### config.mk
export PLATFORM = sky130hd
export DESIGN_NAME = one_wire_rom_search_unit_flat
export DESIGN_NICKNAME = d
export VERILOG_FILES = /design/src/design/owrs_pkg.sv /design/src/design/owrs_if.sv /design/src/design/owrs_in_reg.sv /design/src/design/owrs_engine.sv /design/src/design/owrs_out_reg.sv /design/src/design/one_wire_rom_search_unit.sv /design/src/flat_wrapper.sv
export SDC_FILE = /design/constraint.sdc
export NUM_CORES = 1
export LEC_CHECK = 0
export CELL_PAD_IN_SITES_DETAIL_PLACEMENT = 0
export CELL_PAD_IN_SITES_GLOBAL_PLACEMENT = 1
export CORE_ASPECT_RATIO = 1.2
export CORE_MARGIN = 2
export CORE_UTILIZATION = 42
export CTS_CLUSTER_SIZE = 24
export DETAILED_ROUTE_END_ITERATION = 8
export DONT_BUFFER_PORTS = 1
export MAX_ROUTING_LAYER = met4
export PLACE_DENSITY = 0.73
export SLEW_MARGIN = 20
export SYNTH_ARGS = -nofsm -noshare
export SYNTH_HDL_FRONTEND = slang
export SYNTH_HIERARCHICAL = 1
export SYNTH_SLANG_ARGS = --single-unit
export TNS_END_PERCENT = 5
### constraint.sdc
create_clock -name clk_i -period 7.1 [get_ports clk_i]
set_clock_uncertainty 0.1 [all_clocks]
set_input_delay 0.355 -clock clk_i [delete_from_list [all_inputs] [get_ports clk_i]]
set_output_delay 0.355 -clock clk_i [all_outputs]
set_load 0.05 [all_outputs]
### src/design/owrs_pkg.sv
// Shared types and constants of the 1-Wire ROM search unit.
// Depends on nothing; the input register, engine, result register, top and testbench import it.
`timescale 1ns / 1ps

package owrs_pkg;

  // Operation codes of an input word
  localparam logic [2:0] OP_START        = 3'd0;
  localparam logic [2:0] OP_BIT_PAIR     = 3'd1;
  localparam logic [2:0] OP_BUS_ERROR    = 3'd2;
  localparam logic [2:0] OP_TARGET_SETUP = 3'd3;
  localparam logic [2:0] OP_RESET_SEARCH = 3'd4;
  localparam logic [2:0] OP_START_VERIFY = 3'd5;

  // Event codes of a result word
  localparam logic [1:0] EV_CMD  = 2'd0;
  localparam logic [1:0] EV_DIR  = 2'd1;
  localparam logic [1:0] EV_DONE = 2'd2;
  localparam logic [1:0] EV_ACK  = 2'd3;

  // Search commands and search bookkeeping constants
  localparam logic [7:0] CMD_ALARM    = 8'hEC;
  localparam logic [7:0] CMD_NORMAL   = 8'hF0;
  localparam logic [6:0] TARGET_DISC  = 7'h40;
  localparam logic [6:0] END_INDEX    = 7'd65;
  localparam logic [6:0] FAMILY_LIMIT = 7'd9;
  localparam logic [7:0] CRC_POLY     = 8'h8C;

  // One input word
  typedef struct packed {
    logic [2:0] operation;
    logic       alarm_only;
    logic       present;
    logic       id_bit;
    logic       cmp_bit;
    logic [7:0] family_id;
  } owrs_item_t;

  // One result word
  typedef struct packed {
    logic [1:0]  event_res;
    logic [7:0]  command_byte;
    logic        direction;
    logic        found;
    logic [63:0] rom_id;
    logic        last_device;
    logic [3:0]  family_discrepancy;
  } owrs_result_t;

endpackage

### src/design/owrs_if.sv
// Valid/ready channel interfaces for input and result words of the search unit.
// Depends on owrs_pkg for nothing but shares its field widths.
`timescale 1ns / 1ps

interface owrs_item_if;
  logic       valid;
  logic       ready;
  logic [2:0] operation;
  logic       alarm_only;
  logic       present;
  logic       id_bit;
  logic       cmp_bit;
  logic [7:0] family_id;

  modport source (
    output valid, operation, alarm_only, present, id_bit, cmp_bit, family_id,
    input  ready
  );
  modport sink (
    input  valid, operation, alarm_only, present, id_bit, cmp_bit, family_id,
    output ready
  );
endinterface

interface owrs_result_if;
  logic        valid;
  logic        ready;
  logic [1:0]  event_res;
  logic [7:0]  command_byte;
  logic        direction;
  logic        found;
  logic [63:0] rom_id;
  logic        last_device;
  logic [3:0]  family_discrepancy;

  modport source (
    output valid, event_res, command_byte, direction, found, rom_id, last_device,
           family_discrepancy,
    input  ready
  );
  modport sink (
    input  valid, event_res, command_byte, direction, found, rom_id, last_device,
           family_discrepancy,
    output ready
  );
endinterface

### src/design/owrs_in_reg.sv
// Input register of the search unit: captures one word and holds it until the engine takes it.
// Depends on owrs_pkg and owrs_item_if.
`timescale 1ns / 1ps

module owrs_in_reg
  import owrs_pkg::*;
(
  input  logic        clk_i,
  input  logic        rst_ni,
  owrs_item_if.sink   req_i,
  input  logic        take_i,
  output logic        valid_o,
  output owrs_item_t  item_o
);

  logic       valid_q;
  owrs_item_t item_q;

  // Accept a new word when empty or when the held word leaves this cycle
  assign req_i.ready = !valid_q || take_i;

  // Track occupancy
  always_ff @(posedge clk_i or negedge rst_ni) begin
    if (!rst_ni) begin
      valid_q <= 1'b0;
    end else if (req_i.ready) begin
      valid_q <= req_i.valid;
    end
  end

  // Capture payload
  always_ff @(posedge clk_i) begin
    if (req_i.ready && req_i.valid) begin
      item_q.operation  <= req_i.operation;
      item_q.alarm_only <= req_i.alarm_only;
      item_q.present    <= req_i.present;
      item_q.id_bit     <= req_i.id_bit;
      item_q.cmp_bit    <= req_i.cmp_bit;
      item_q.family_id  <= req_i.family_id;
    end
  end

  assign valid_o = valid_q;
  assign item_o  = item_q;

endmodule

### src/design/owrs_engine.sv
// Search engine: ROM register, discrepancy bookkeeping, CRC8 and verify save/restore.
// Depends on owrs_pkg; one word is processed per advance in a single combinational pass.
`timescale 1ns / 1ps

module owrs_engine
  import owrs_pkg::*;
(
  input  logic         clk_i,
  input  logic         rst_ni,
  input  logic         advance_i,
  input  owrs_item_t   item_i,
  output owrs_result_t result_o
);

  // Update a CRC8 (reflected 0x8C) with one byte
  function automatic logic [7:0] crc_byte(input logic [7:0] crc, input logic [7:0] b);
    logic [7:0] c;
    c = crc ^ b;
    for (int i = 0; i < 8; i++) begin
      c = c[0] ? ((c >> 1) ^ CRC_POLY) : (c >> 1);
    end
    return c;
  endfunction

  logic [63:0] rom_q, rom_d;
  logic [6:0]  last_disc_q, last_disc_d;
  logic        last_dev_q, last_dev_d;
  logic [3:0]  last_fam_q, last_fam_d;
  logic [6:0]  bit_index_q, bit_index_d;
  logic [6:0]  last_zero_q, last_zero_d;
  logic [7:0]  crc_q, crc_d;
  logic        searching_q, searching_d;
  logic        verifying_q, verifying_d;
  logic [63:0] saved_rom_q, saved_rom_d;
  logic [11:0] saved_flags_q, saved_flags_d;

  logic       conc;
  logic       compl;
  logic       ok;
  logic       dir;
  logic [5:0] pos;
  logic [1:0] ev;
  logic [7:0] cmd;

  // Work out the next state and the result word for the held input word
  always_comb begin
    rom_d         = rom_q;
    last_disc_d   = last_disc_q;
    last_dev_d    = last_dev_q;
    last_fam_d    = last_fam_q;
    bit_index_d   = bit_index_q;
    last_zero_d   = last_zero_q;
    crc_d         = crc_q;
    searching_d   = searching_q;
    verifying_d   = verifying_q;
    saved_rom_d   = saved_rom_q;
    saved_flags_d = saved_flags_q;
    conc  = 1'b0;
    compl = 1'b0;
    ok    = 1'b0;
    dir   = 1'b0;
    ev    = EV_ACK;
    cmd   = 8'h00;
    pos   = 6'(bit_index_q - 7'd1);

    case (item_i.operation)
      OP_START, OP_START_VERIFY: begin
        // Abandon a running verify first
        if (verifying_d) begin
          rom_d       = saved_rom_d;
          last_disc_d = saved_flags_d[6:0];
          last_dev_d  = saved_flags_d[7];
          last_fam_d  = saved_flags_d[11:8];
          verifying_d = 1'b0;
        end
        if (item_i.operation == OP_START_VERIFY) begin
          saved_rom_d   = rom_d;
          saved_flags_d = {last_fam_d, last_dev_d, last_disc_d};
          last_disc_d   = TARGET_DISC;
          last_dev_d    = 1'b0;
          last_fam_d    = 4'd0;
          verifying_d   = 1'b1;
        end
        bit_index_d = 7'd1;
        last_zero_d = 7'd0;
        crc_d       = 8'h00;
        if (last_dev_d || !item_i.present) begin
          ev   = EV_DONE;
          conc = 1'b1;
        end else begin
          searching_d = 1'b1;
          ev          = EV_CMD;
          cmd = (item_i.alarm_only && item_i.operation == OP_START) ? CMD_ALARM : CMD_NORMAL;
        end
      end
      OP_BIT_PAIR: begin
        if (searching_q) begin
          if (item_i.id_bit && item_i.cmp_bit) begin
            // Nobody answered
            ev   = EV_DONE;
            conc = 1'b1;
          end else begin
            if (item_i.id_bit != item_i.cmp_bit) begin
              dir = item_i.id_bit;
            end else begin
              // Discrepancy: follow the previous path, take one at the last turn
              if (bit_index_q < last_disc_q) begin
                dir = rom_q[pos];
              end else begin
                dir = (bit_index_q == last_disc_q);
              end
              if (!dir) begin
                last_zero_d = bit_index_q;
                if (bit_index_q < FAMILY_LIMIT) begin
                  last_fam_d = bit_index_q[3:0];
                end
              end
            end
            rom_d[pos] = dir;
            if (bit_index_q[2:0] == 3'd0) begin
              crc_d = crc_byte(crc_q, rom_d[{pos[5:3], 3'b000} +: 8]);
            end
            bit_index_d = 7'(bit_index_q + 7'd1);
            if (bit_index_d >= END_INDEX) begin
              ev    = EV_DONE;
              conc  = 1'b1;
              compl = 1'b1;
            end else begin
              ev = EV_DIR;
            end
          end
        end
      end
      OP_BUS_ERROR: begin
        if (searching_q) begin
          ev   = EV_DONE;
          conc = 1'b1;
        end
      end
      OP_TARGET_SETUP: begin
        last_disc_d = TARGET_DISC;
        last_dev_d  = 1'b0;
        last_fam_d  = 4'd0;
        rom_d       = {56'd0, item_i.family_id};
        searching_d = 1'b0;
        verifying_d = 1'b0;
      end
      OP_RESET_SEARCH: begin
        last_disc_d = 7'd0;
        last_dev_d  = 1'b0;
        last_fam_d  = 4'd0;
        rom_d       = 64'd0;
        searching_d = 1'b0;
        verifying_d = 1'b0;
      end
      default: begin
        ev = EV_ACK;
      end
    endcase

    // Close the search: check CRC and family, settle flags, end a verify
    if (conc) begin
      ok          = compl && (crc_d == 8'h00);
      searching_d = 1'b0;
      if (ok) begin
        last_disc_d = last_zero_d;
        if (last_zero_d == 7'd0) begin
          last_dev_d = 1'b1;
        end
      end
      if (!ok || rom_d[7:0] == 8'h00) begin
        last_disc_d = 7'd0;
        last_dev_d  = 1'b0;
        last_fam_d  = 4'd0;
        ok          = 1'b0;
      end
      if (verifying_d) begin
        ok          = ok && (rom_d == saved_rom_d);
        rom_d       = saved_rom_d;
        last_disc_d = saved_flags_d[6:0];
        last_dev_d  = saved_flags_d[7];
        last_fam_d  = saved_flags_d[11:8];
        verifying_d = 1'b0;
      end
    end
  end

  // Commit state when the word moves on
  always_ff @(posedge clk_i or negedge rst_ni) begin
    if (!rst_ni) begin
      rom_q         <= 64'd0;
      last_disc_q   <= 7'd0;
      last_dev_q    <= 1'b0;
      last_fam_q    <= 4'd0;
      bit_index_q   <= 7'd1;
      last_zero_q   <= 7'd0;
      crc_q         <= 8'h00;
      searching_q   <= 1'b0;
      verifying_q   <= 1'b0;
      saved_rom_q   <= 64'd0;
      saved_flags_q <= 12'd0;
    end else if (advance_i) begin
      rom_q         <= rom_d;
      last_disc_q   <= last_disc_d;
      last_dev_q    <= last_dev_d;
      last_fam_q    <= last_fam_d;
      bit_index_q   <= bit_index_d;
      last_zero_q   <= last_zero_d;
      crc_q         <= crc_d;
      searching_q   <= searching_d;
      verifying_q   <= verifying_d;
      saved_rom_q   <= saved_rom_d;
      saved_flags_q <= saved_flags_d;
    end
  end

  assign result_o.event_res          = ev;
  assign result_o.command_byte       = cmd;
  assign result_o.direction          = dir;
  assign result_o.found              = ok;
  assign result_o.rom_id             = rom_d;
  assign result_o.last_device        = last_dev_d;
  assign result_o.family_discrepancy = last_fam_d;

  // A running search always points at one of the 64 ROM bits
  assert property (@(posedge clk_i) disable iff (!rst_ni)
    searching_q |-> (bit_index_q >= 7'd1 && bit_index_q <= 7'd64))
    else $error("bit index out of range during search");

  // A verify only lives inside a running search
  assert property (@(posedge clk_i) disable iff (!rst_ni)
    verifying_q |-> searching_q)
    else $error("verify active without a search");

  // The family discrepancy never leaves the family byte
  assert property (@(posedge clk_i) disable iff (!rst_ni)
    last_fam_q <= 4'd8)
    else $error("family discrepancy beyond family byte");

  // Last device is only flagged once no discrepancy is left
  assert property (@(posedge clk_i) disable iff (!rst_ni)
    last_dev_q |-> (last_disc_q == 7'd0))
    else $error("last device flagged with open discrepancy");

endmodule

### src/design/owrs_out_reg.sv
// Result register of the search unit: holds one result word until the sink takes it.
// Depends on owrs_pkg and owrs_result_if.
`timescale 1ns / 1ps

module owrs_out_reg
  import owrs_pkg::*;
(
  input  logic          clk_i,
  input  logic          rst_ni,
  input  logic          load_i,
  input  owrs_result_t  result_i,
  output logic          room_o,
  owrs_result_if.source rsp_o
);

  logic         valid_q;
  owrs_result_t result_q;

  // Free when empty or when the held word is taken this cycle
  assign room_o = !valid_q || rsp_o.ready;

  // Track occupancy
  always_ff @(posedge clk_i or negedge rst_ni) begin
    if (!rst_ni) begin
      valid_q <= 1'b0;
    end else if (room_o) begin
      valid_q <= load_i;
    end
  end

  // Capture payload
  always_ff @(posedge clk_i) begin
    if (load_i) begin
      result_q <= result_i;
    end
  end

  assign rsp_o.valid              = valid_q;
  assign rsp_o.event_res          = result_q.event_res;
  assign rsp_o.command_byte       = result_q.command_byte;
  assign rsp_o.direction          = result_q.direction;
  assign rsp_o.found              = result_q.found;
  assign rsp_o.rom_id             = result_q.rom_id;
  assign rsp_o.last_device        = result_q.last_device;
  assign rsp_o.family_discrepancy = result_q.family_discrepancy;

  // A command event always carries one of the two search commands
  assert property (@(posedge clk_i) disable iff (!rst_ni)
    (valid_q && result_q.event_res == EV_CMD) |->
      (result_q.command_byte == CMD_ALARM || result_q.command_byte == CMD_NORMAL))
    else $error("command event without a search command");

endmodule

### src/design/one_wire_rom_search_unit.sv
// 1-Wire ROM search unit: it returns exactly one result word per input word, passing each
// from the input register through the engine into the result register. It takes one word
// per cycle while the sink is ready, set by the single engine pass between the two registers;
// a stalled sink holds the result register and, once the input register is full too, drops
// ready. Bus timing (reset, bit slots) is left to the caller; this unit only decides command
// bytes and direction bits and tracks the search state. No clearing pass is needed after
// reset.
// Depends on owrs_pkg, owrs_if, owrs_in_reg, owrs_engine and owrs_out_reg.
`timescale 1ns / 1ps

module one_wire_rom_search_unit
  import owrs_pkg::*;
(
  input  logic          clk_i,
  input  logic          rst_ni,
  owrs_item_if.sink     req_i,
  owrs_result_if.source rsp_o
);

  logic         in_valid;
  owrs_item_t   item;
  owrs_result_t result;
  logic         room;
  logic         advance;

  // Move the held word through the engine when the result register has room
  assign advance = in_valid && room;

  owrs_in_reg u_in_reg (
    .clk_i   (clk_i),
    .rst_ni  (rst_ni),
    .req_i   (req_i),
    .take_i  (advance),
    .valid_o (in_valid),
    .item_o  (item)
  );

  owrs_engine u_engine (
    .clk_i     (clk_i),
    .rst_ni    (rst_ni),
    .advance_i (advance),
    .item_i    (item),
    .result_o  (result)
  );

  owrs_out_reg u_out_reg (
    .clk_i    (clk_i),
    .rst_ni   (rst_ni),
    .load_i   (advance),
    .result_i (result),
    .room_o   (room),
    .rsp_o    (rsp_o)
  );

endmodule

### src/flat_wrapper.sv
// flat-port wrapper written by rule: the top's interface ports become plain ports
module one_wire_rom_search_unit_flat import owrs_pkg::*;
  (clk_i, rst_ni, req_i_valid, req_i_operation, req_i_alarm_only, req_i_present, req_i_id_bit, req_i_cmp_bit, req_i_family_id, req_i_ready, rsp_o_valid, rsp_o_event_res, rsp_o_command_byte, rsp_o_direction, rsp_o_found, rsp_o_rom_id, rsp_o_last_device, rsp_o_family_discrepancy, rsp_o_ready);
  owrs_item_if req_i_i ();
  owrs_result_if rsp_o_i ();
  input  logic clk_i;
  input  logic rst_ni;
  input wire logic [$bits(req_i_i.valid)-1:0] req_i_valid;
  input wire logic [$bits(req_i_i.operation)-1:0] req_i_operation;
  input wire logic [$bits(req_i_i.alarm_only)-1:0] req_i_alarm_only;
  input wire logic [$bits(req_i_i.present)-1:0] req_i_present;
  input wire logic [$bits(req_i_i.id_bit)-1:0] req_i_id_bit;
  input wire logic [$bits(req_i_i.cmp_bit)-1:0] req_i_cmp_bit;
  input wire logic [$bits(req_i_i.family_id)-1:0] req_i_family_id;
  output wire logic [$bits(req_i_i.ready)-1:0] req_i_ready;
  output wire logic [$bits(rsp_o_i.valid)-1:0] rsp_o_valid;
  output wire logic [$bits(rsp_o_i.event_res)-1:0] rsp_o_event_res;
  output wire logic [$bits(rsp_o_i.command_byte)-1:0] rsp_o_command_byte;
  output wire logic [$bits(rsp_o_i.direction)-1:0] rsp_o_direction;
  output wire logic [$bits(rsp_o_i.found)-1:0] rsp_o_found;
  output wire logic [$bits(rsp_o_i.rom_id)-1:0] rsp_o_rom_id;
  output wire logic [$bits(rsp_o_i.last_device)-1:0] rsp_o_last_device;
  output wire logic [$bits(rsp_o_i.family_discrepancy)-1:0] rsp_o_family_discrepancy;
  input wire logic [$bits(rsp_o_i.ready)-1:0] rsp_o_ready;
  assign req_i_i.valid = req_i_valid;
  assign req_i_i.operation = req_i_operation;
  assign req_i_i.alarm_only = req_i_alarm_only;
  assign req_i_i.present = req_i_present;
  assign req_i_i.id_bit = req_i_id_bit;
  assign req_i_i.cmp_bit = req_i_cmp_bit;
  assign req_i_i.family_id = req_i_family_id;
  assign req_i_ready = req_i_i.ready;
  assign rsp_o_valid = rsp_o_i.valid;
  assign rsp_o_event_res = rsp_o_i.event_res;
  assign rsp_o_command_byte = rsp_o_i.command_byte;
  assign rsp_o_direction = rsp_o_i.direction;
  assign rsp_o_found = rsp_o_i.found;
  assign rsp_o_rom_id = rsp_o_i.rom_id;
  assign rsp_o_last_device = rsp_o_i.last_device;
  assign rsp_o_family_discrepancy = rsp_o_i.family_discrepancy;
  assign rsp_o_i.ready = rsp_o_ready;
  one_wire_rom_search_unit u_core (.clk_i(clk_i), .rst_ni(rst_ni), .req_i(req_i_i), .rsp_o(rsp_o_i));
endmodule
Word-level counts from Yosys, hierarchy flattened
Index checks and enable logic that the tools add are counted.
- $add $sub $neg: 2
- order comparisons: 5
- equality and inequality tests: 11
- shift-type cells: 1
- muxes and demuxes: 96
- bitwise gates (word level): 12
- reduce and logical (&&, ||, !) cells: 28
- operator list (operator ; number):
    2-to-1 mux 64 bit ; 7
    case mux 64 bit (4 select lines) ; 1
    2-to-1 mux 8 bit ; 11
    2-to-1 mux 7 bit ; 12
    bitwise mux 64 bit ; 1
    equality test 64 bit ; 1
    indexed part select 64 x 7 -> 8 bit ; 1
    2-to-1 mux 4 bit ; 10
    2-to-1 mux 1 bit ; 35
    case mux 7 bit (2 select lines) ; 2
    2-to-1 mux 12 bit ; 2
    inverter 2 -> 3 bit ; 8
    case mux 7 bit (3 select lines) ; 1
    logical NOT 8 bit ; 2
    case mux 8 bit (2 select lines) ; 1
    case mux 4 bit (3 select lines) ; 1
    2-to-1 mux 2 bit ; 4
    bitwise XOR 8 bit ; 1
    adder 7 x 1 -> 7 bit (second input constant) ; 1
    equality test 7 bit ; 1
    >= comparator 7 bit (second input constant) ; 1
    logical AND 1 bit ; 7
    logical NOT 7 bit ; 1
    less-than comparator 6 x 7 -> 1 bit (second input constant) ; 1
    26 further kinds ; 42
- register bits: 274
- input bits: 19
- word-level logic and storage cells: 181

Depth between registers and ports, before layout
- word-level depth: 43
- gate-level depth with buffers: 25
- mapped depth without buffers: 18

By module
Netlist, hierarchy kept.
- by module, submodules not included (module ; instances ; cells an instance ; area each (µm²) ; sequential area each (µm²)):
    owrs_engine ; 1 ; 1677 ; 14635.3 ; 4405.5
    owrs_out_reg ; 1 ; 84 ; 2479.9 ; 2457.4
    owrs_in_reg ; 1 ; 19 ; 504.2 ; 475.5
    one_wire_rom_search_unit ; 1 ; 1 ; 6.3 ; 0.0

Least setup slack after synthesis
No wires, ideal clock.
- path kind: register to register
- start point: reg u_core.u_engine.bit_index_q[0]
- end point: reg u_core.u_out_reg.result_q (netlist bit u_core/u_out_reg/rsp_o.found) (data pin)
- arrival time: 5098 ps
- required time: 6873 ps
- path slack: 1775 ps
- stages on the path, launching flop included: 22
- buffers on the path: 8
- clock period less this slack: 5325 ps
- cell sequence: dfstp_2 buf_2 clkinv_1 ha_1 clkbuf_1 buf_2 buf_2 buf_1 mux2i_1 a22oi_1 a311oi_4 buf_6 buf_2 o41ai_1 a222oi_1 xor2_1 nor4_1 nand4_1 nor4_1 nand4_1 a221oi_1 buf_4
- word-level cells in the longest chain between the ends: 38
- elaborated cells between the ends (all ways): 65
- those cells by class: add/sub: 2; order compare: 4; eq/ne: 2; shift: 1; mux: 39; bitwise: 9; reduce/logical: 8
- ends and longest elaborated chain (what ; line ; text):
    start: declaration ; owrs_engine.sv:29 ; logic [6:0] bit_index_q, bit_index_d;
    start signal: assignment ; owrs_engine.sv:207 ; bit_index_q <= bit_index_d;
    subtractor 6 x 1 -> 6 bit ; owrs_engine.sv:64 ; pos = 6'(bit_index_q - 7'd1);
    binary-select mux 1 bit (select 6 bit) ; owrs_engine.sv:108 ; dir = rom_q[pos];
    2-to-1 mux 1 bit (implied by the code) ; owrs_engine.sv:108 ;
    2-to-1 mux 1 bit ; owrs_engine.sv:107 ; if (bit_index_q < last_disc_q) begin
    2-to-1 mux 1 bit ; owrs_engine.sv:103 ; if (item_i.id_bit != item_i.cmp_bit) begin
    2-to-1 mux 1 bit ; owrs_engine.sv:98 ; if (item_i.id_bit && item_i.cmp_bit) begin
    2-to-1 mux 1 bit ; owrs_engine.sv:97 ; if (searching_q) begin
    2-to-1 mux 1 bit ; owrs_engine.sv:66 ; case (item_i.operation)
    [... 22 more ...] ; -- ;
    logical NOT 8 bit ; owrs_engine.sv:163 ; ok = compl && (crc_d == 8'h00);
    logical AND 1 bit ; owrs_engine.sv:163 ;
    logical NOT 1 bit ; owrs_engine.sv:171 ; if (!ok || rom_d[7:0] == 8'h00) begin
    logical OR 1 bit ; owrs_engine.sv:171 ;
    2-to-1 mux 1 bit ; owrs_engine.sv:171 ;
    2-to-1 mux 1 bit ; owrs_engine.sv:162 ; if (conc) begin
    logical AND 1 bit ; owrs_engine.sv:178 ; ok = ok && (rom_d == saved_rom_d);
    2-to-1 mux 1 bit ; owrs_engine.sv:177 ; if (verifying_d) begin
    end signal: assignment ; owrs_out_reg.sv:34 ; result_q <= result_i;
    end: declaration ; owrs_out_reg.sv:17 ; owrs_result_t result_q;
Parallel ways exist; a longest one is shown, timed or not. The select of a mux whose other input is x is not followed.
A chain may end at the register's enable or synchronous reset.

Worst setup path after layout
Ends and elaborated chain as after synthesis.

==> results by group <==
Place
  – HPWL Detailed: 43900 um
  – IO buf count: 0
  – Pre-CTS setup slack: 0.699 ns
  – Placed cell count: 2242
  – GPL Wtd Cong: 1.00

Detailed routing
  – Drt wl/cell: 27.2 um
  – Routed wl met2: 30200 um
  – Via count: 14900
  – Drc violations: 0
  – WL met1: 25900 um
  – Top Metal Used: met4
  – DRT Wirelength: 63100 um
  – DR WL met3: 3520 um
  – Vias per inst: 6.41
  – Routed Antenna Nets: 0
  – DRT iter0 DRCs: 1564
  – DRT Pass-1 Iters: 8

STA
  – Max_slew headroom: 0.260
  – Setup violators final: 0
  – Worst-Margin Slew: 1.11 ns
  – Final worst path period share: 0.910
  – Fmax: 155 MHz
  – Worst setup margin: 0.638 ns
  – Slew Limit Fails: 0
  – Endpoints failing hold: 0
  – Min Clock Period, post-route: 6.46 ns
  – Setup TNS: 0 ns
  – Unrepaired setup endpoints after global routing: false

Setup path
  – Reg2Reg Depth: 18
  – FF-to-FF End: u_core/u_out_reg/rsp_o.found
  – Setup slack, reg-to-reg: 0.64 ns
  – CP Cell Sequence: clkinv_1, ha_1, xnor2_2, nand2_1, and3_1, a2111oi_0, o31a_2, a311oi_4, nor2_2, nand2_2, inv_2, a21oi_1, xor2_1, nor4_1, nand3_1, nor4_1, nand4_1, a221oi_1
  – Most common cell on crit path: nor4_1
  – Slowest-stage cell, CP: xnor2_2
  – CP top delay family: simple AND/OR/NAND/NOR gates
  – CP max FO: 19
  – Nature of the critical path endpoint: flip-flop
  – Setup CP Type: flip-flop to flip-flop
  – CP Capture Point: u_core/u_out_reg/rsp_o.found
  – Critical path origin: u_core/u_engine/bit_index_q[0]
  – Startpoint Class: flip-flop
  – WP buf/inv: 2
  – R2R Path Start: u_core/u_engine/bit_index_q[0]
  – Crit path depth: 18
  – Critical path arrival: 6.77 ns
  – Required @ worst endpoint: 7.41 ns
  – Max incr delay on CP: 0.67 ns

Finish
  – Fillers: 3910
  – Multi-input logic area: 0.00964 sq mm
  – Net count reported at finish: 1777
  – Fin cells: 2318
  – FF+latch area: 0.00734 sq mm
  – Ratio of cells with drive above 1 in the final layout: 0.167
  – P&R area growth vs syn: 10.2%

Status
  – Status: finished clean

Clock tree
  – # resized after CTS: 0
  – Later-pin clock latency in the skew report: 0.59 ns
  – CTS Root Cell: clkbuf_16
  – CTS tree: done
  – Num CTS Buffers: 30
  – Buffers from clock root to sink, at most: 3
  – Clock-pin transition on the worst setup and hold timing paths: 0.07 ns
  – Clk sink count: 274
  – Post-CTS Setup Inserts: 0
  – H-tree levels: 1

Synth
  – Cells after Synth: 1781
  – Synth Register Bits: 274
  – Leading area contributor after synthesis: dfrtp_1
  – Top post-synthesis cells by area: dfrtp_1, edfxtp_1, mux2_2
  – Fraction of the yosys area taken by sequential cells: 0.416
  – Synth async-reset ratio: 0.650
  – Synth Flop Type: dfrtp_1
  – Netlist Area Pre-Place: 0.0176 sq mm
  – Cell variety after synth: 98
  – Most frequent cells after synthesis: dfrtp_1, nor2_1, mux2i_1
  – Yosys top cell area share: 0.251
  – Mapped Avg Cell Area: 9.90 sq um
  – Yosys warning total: 6
  – Post-synth EDFFs: 96
  – Count leader, synth: dfrtp_1

Global route
  – Vias in the first global route: 14600
  – Pin count of the biggest net entering global routing: 179
  – Grt ovf: 0
  – First-pass GRT wire length: 95600 um
  – Initial antenna violation count: 1
  – GRT Util Overall: 0.298

Die
  – Site Rows: 82
  – Die height: 228 um
  – I/O Pins: 102
  – Die area: 0.0436 sq mm
  – Core area: 0.0416 sq mm
  – Initial Util: 0.424
  – DIE WIDTH: 191 um

Power and ir drop
  – Pwr dens: 408 mW/mm^2
  – Maximum VDD drop: 0.211 mV
  – Leak: 7.63 nW
  – Total Power: 7.93 mW

Run
  – Max-Cap Viols: 0

Min path
  – Hold crit path type: input pin to flip-flop
==> report_power, final <==
part           switching [mW]  total, mW  internal [mW]  leakage, nW
Clock                   0.684       1.58          0.899        0.485
Combinational            2.16       3.52           1.36         3.86
Sequential              0.767       2.82           2.06         3.29
==> placed cells by master (no fill, tap or decap), types with 8 or more instances in the layout <==
| cell | instances |
|---|---|
| nor2b_1 | 13 |
| mux4_2 | 11 |
| a221oi_1 | 13 |
| nand2_1 | 118 |
| xor2_1 | 39 |
| and2_1 | 9 |
| o22ai_1 | 16 |
| mux2i_1 | 130 |
| ha_1 | 11 |
| xnor2_1 | 27 |
| o211ai_1 | 13 |
| clkbuf_16 | 32 |
| a21oi_1 | 109 |
| nand3_1 | 27 |
| edfxtp_1 | 96 |
| a222oi_1 | 14 |
| o31ai_1 | 9 |
| mux2_2 | 126 |
| or3_1 | 8 |
| buf_4 | 53 |
| dfrtp_1 | 177 |
| inv_1 | 19 |
| a31oi_1 | 17 |
| o21ai_0 | 126 |
| nor4_1 | 18 |
| a21o_1 | 9 |
| a211oi_1 | 29 |
| o41ai_1 | 15 |
| a22oi_1 | 29 |
| nor3_1 | 38 |
| a22o_1 | 26 |
| o221ai_1 | 9 |
| dlygate4sd3_1 | 18 |
| nor2_1 | 168 |
| nand4_1 | 15 |
| nand2b_1 | 15 |
==> logic make-up (layout without fill, tap and decap cells) <==
family / count (synthesis) / after routing / synth area share
adders and majority gates: 11 / 11 / 0.00781
other: 1 / 3 / 0.000213
and+or+nand+nor: 481 / 481 / 0.131
buffers and inverters: 165 / 154 / 0.0401
muxes: 267 / 267 / 0.168
xor gates and xnor gates: 73 / 73 / 0.0410
AOI/OAI and AO/OA: 509 / 509 / 0.195
DFF: 274 / 274 / 0.416
==> sequential cells by signal, summed over array words and instances, names as in the netlist <==
| register | cells |
|---|---|
| u_core/u_engine/saved_flags_q | 12 |
| u_core/u_engine/rom_q | 64 |
| u_core/u_engine/last_zero_q | 7 |
| u_core/u_out_reg/rsp_o.valid | 1 |
| u_core/u_in_reg/valid_o | 1 |
| u_core/u_out_reg/rsp_o.direction | 1 |
| u_core/u_out_reg/rsp_o.event_res | 2 |
| u_core/u_out_reg/rsp_o.command_byte | 8 |
| u_core/u_out_reg/rsp_o.family_discrepancy | 4 |
| u_core/u_engine/crc_q | 8 |
| u_core/u_engine/last_fam_q | 4 |
| u_core/u_engine/last_dev_q | 1 |
| u_core/u_out_reg/rsp_o.found | 1 |
| u_core/u_in_reg/item_o | 15 |
| u_core/u_out_reg/rsp_o.rom_id | 64 |
| u_core/u_engine/searching_q | 1 |
| u_core/u_out_reg/rsp_o.last_device | 1 |
| u_core/u_engine/last_disc_q | 7 |
| u_core/u_engine/bit_index_q | 7 |
| u_core/u_engine/saved_rom_q | 64 |
| u_core/u_engine/verifying_q | 1 |
==> worst min-delay path by stage <==
stage | startpoint | to | slack [ns] | cells after the start
2_1_floorplan | rst_ni | u_core/u_engine/bit_index_q[1] | -0.04 | 0
3_3_place_gp | rst_ni | u_core/u_engine/last_disc_q[6] | -0.03 | 0
3_5_place_dp | rst_ni | u_core/u_engine/last_disc_q[6] | -0.03 | 0
4_1_cts | req_i_valid | u_core/u_in_reg/item_o[8] | 0.03 | 1
5_1_grt | req_i_valid | u_core/u_in_reg/item_o[8] | 0.04 | 1
6_report | req_i_valid | u_core/u_in_reg/item_o[8] | 0.05 | 1
==> final cells by class <==
class | instances | share of cell area
clock buffer | 41 | 0.0450
tap | 546 | 0.0352
inverter | 22 | 0.00425
antenna | 1 | 0.000129
timing repair buffer | 76 | 0.0353
multi-input combinational | 1343 | 0.496
sequential | 274 | 0.378
clock inverter | 15 | 0.00606
==> stage by stage <==
stage	util	instance area, sq um	hold WS, ns
3_3_place_gp	0.438	18200	-0.0296
6_report	0.467	19400	0.0507
3_5_place_dp	0.438	18200	-0.0288
4_1_cts	0.467	19400	0.0312
2_1_floorplan	-	17600	-0.0406
5_1_grt	0.467	19400	0.0418
==> worst reg2reg max path, stage by stage, from the launching register on <==
cell	delay, ns
dfstp_2	0.66
clkinv_1	0.16
ha_1	0.41
xnor2_2	0.67
nand2_1	0.12
and3_1	0.18
a2111oi_0	0.48
o31a_2	0.27
a311oi_4	0.12
nor2_2	0.45
nand2_2	0.12
inv_2	0.39
a21oi_1	0.19
xor2_1	0.18
nor4_1	0.50
nand3_1	0.13
nor4_1	0.49
nand4_1	0.34
a221oi_1	0.31
==> layer usage <==
layer | vias to the layer above | global-route usage
met5 | - | -
met4 | 0 | 0.147
met1 | 7448 | 0.375
met3 | 168 | 0.0411
met2 | 595 | 0.470
li1 | 6655 | -
==> what timing repair did <==
item / in CTS / in global routing
hold buffers: 19 / 0
setup endpoints to repair: 0 / 0
endpoints found under the hold margin: 195 / 0
(Power assumes the default switching activity.)
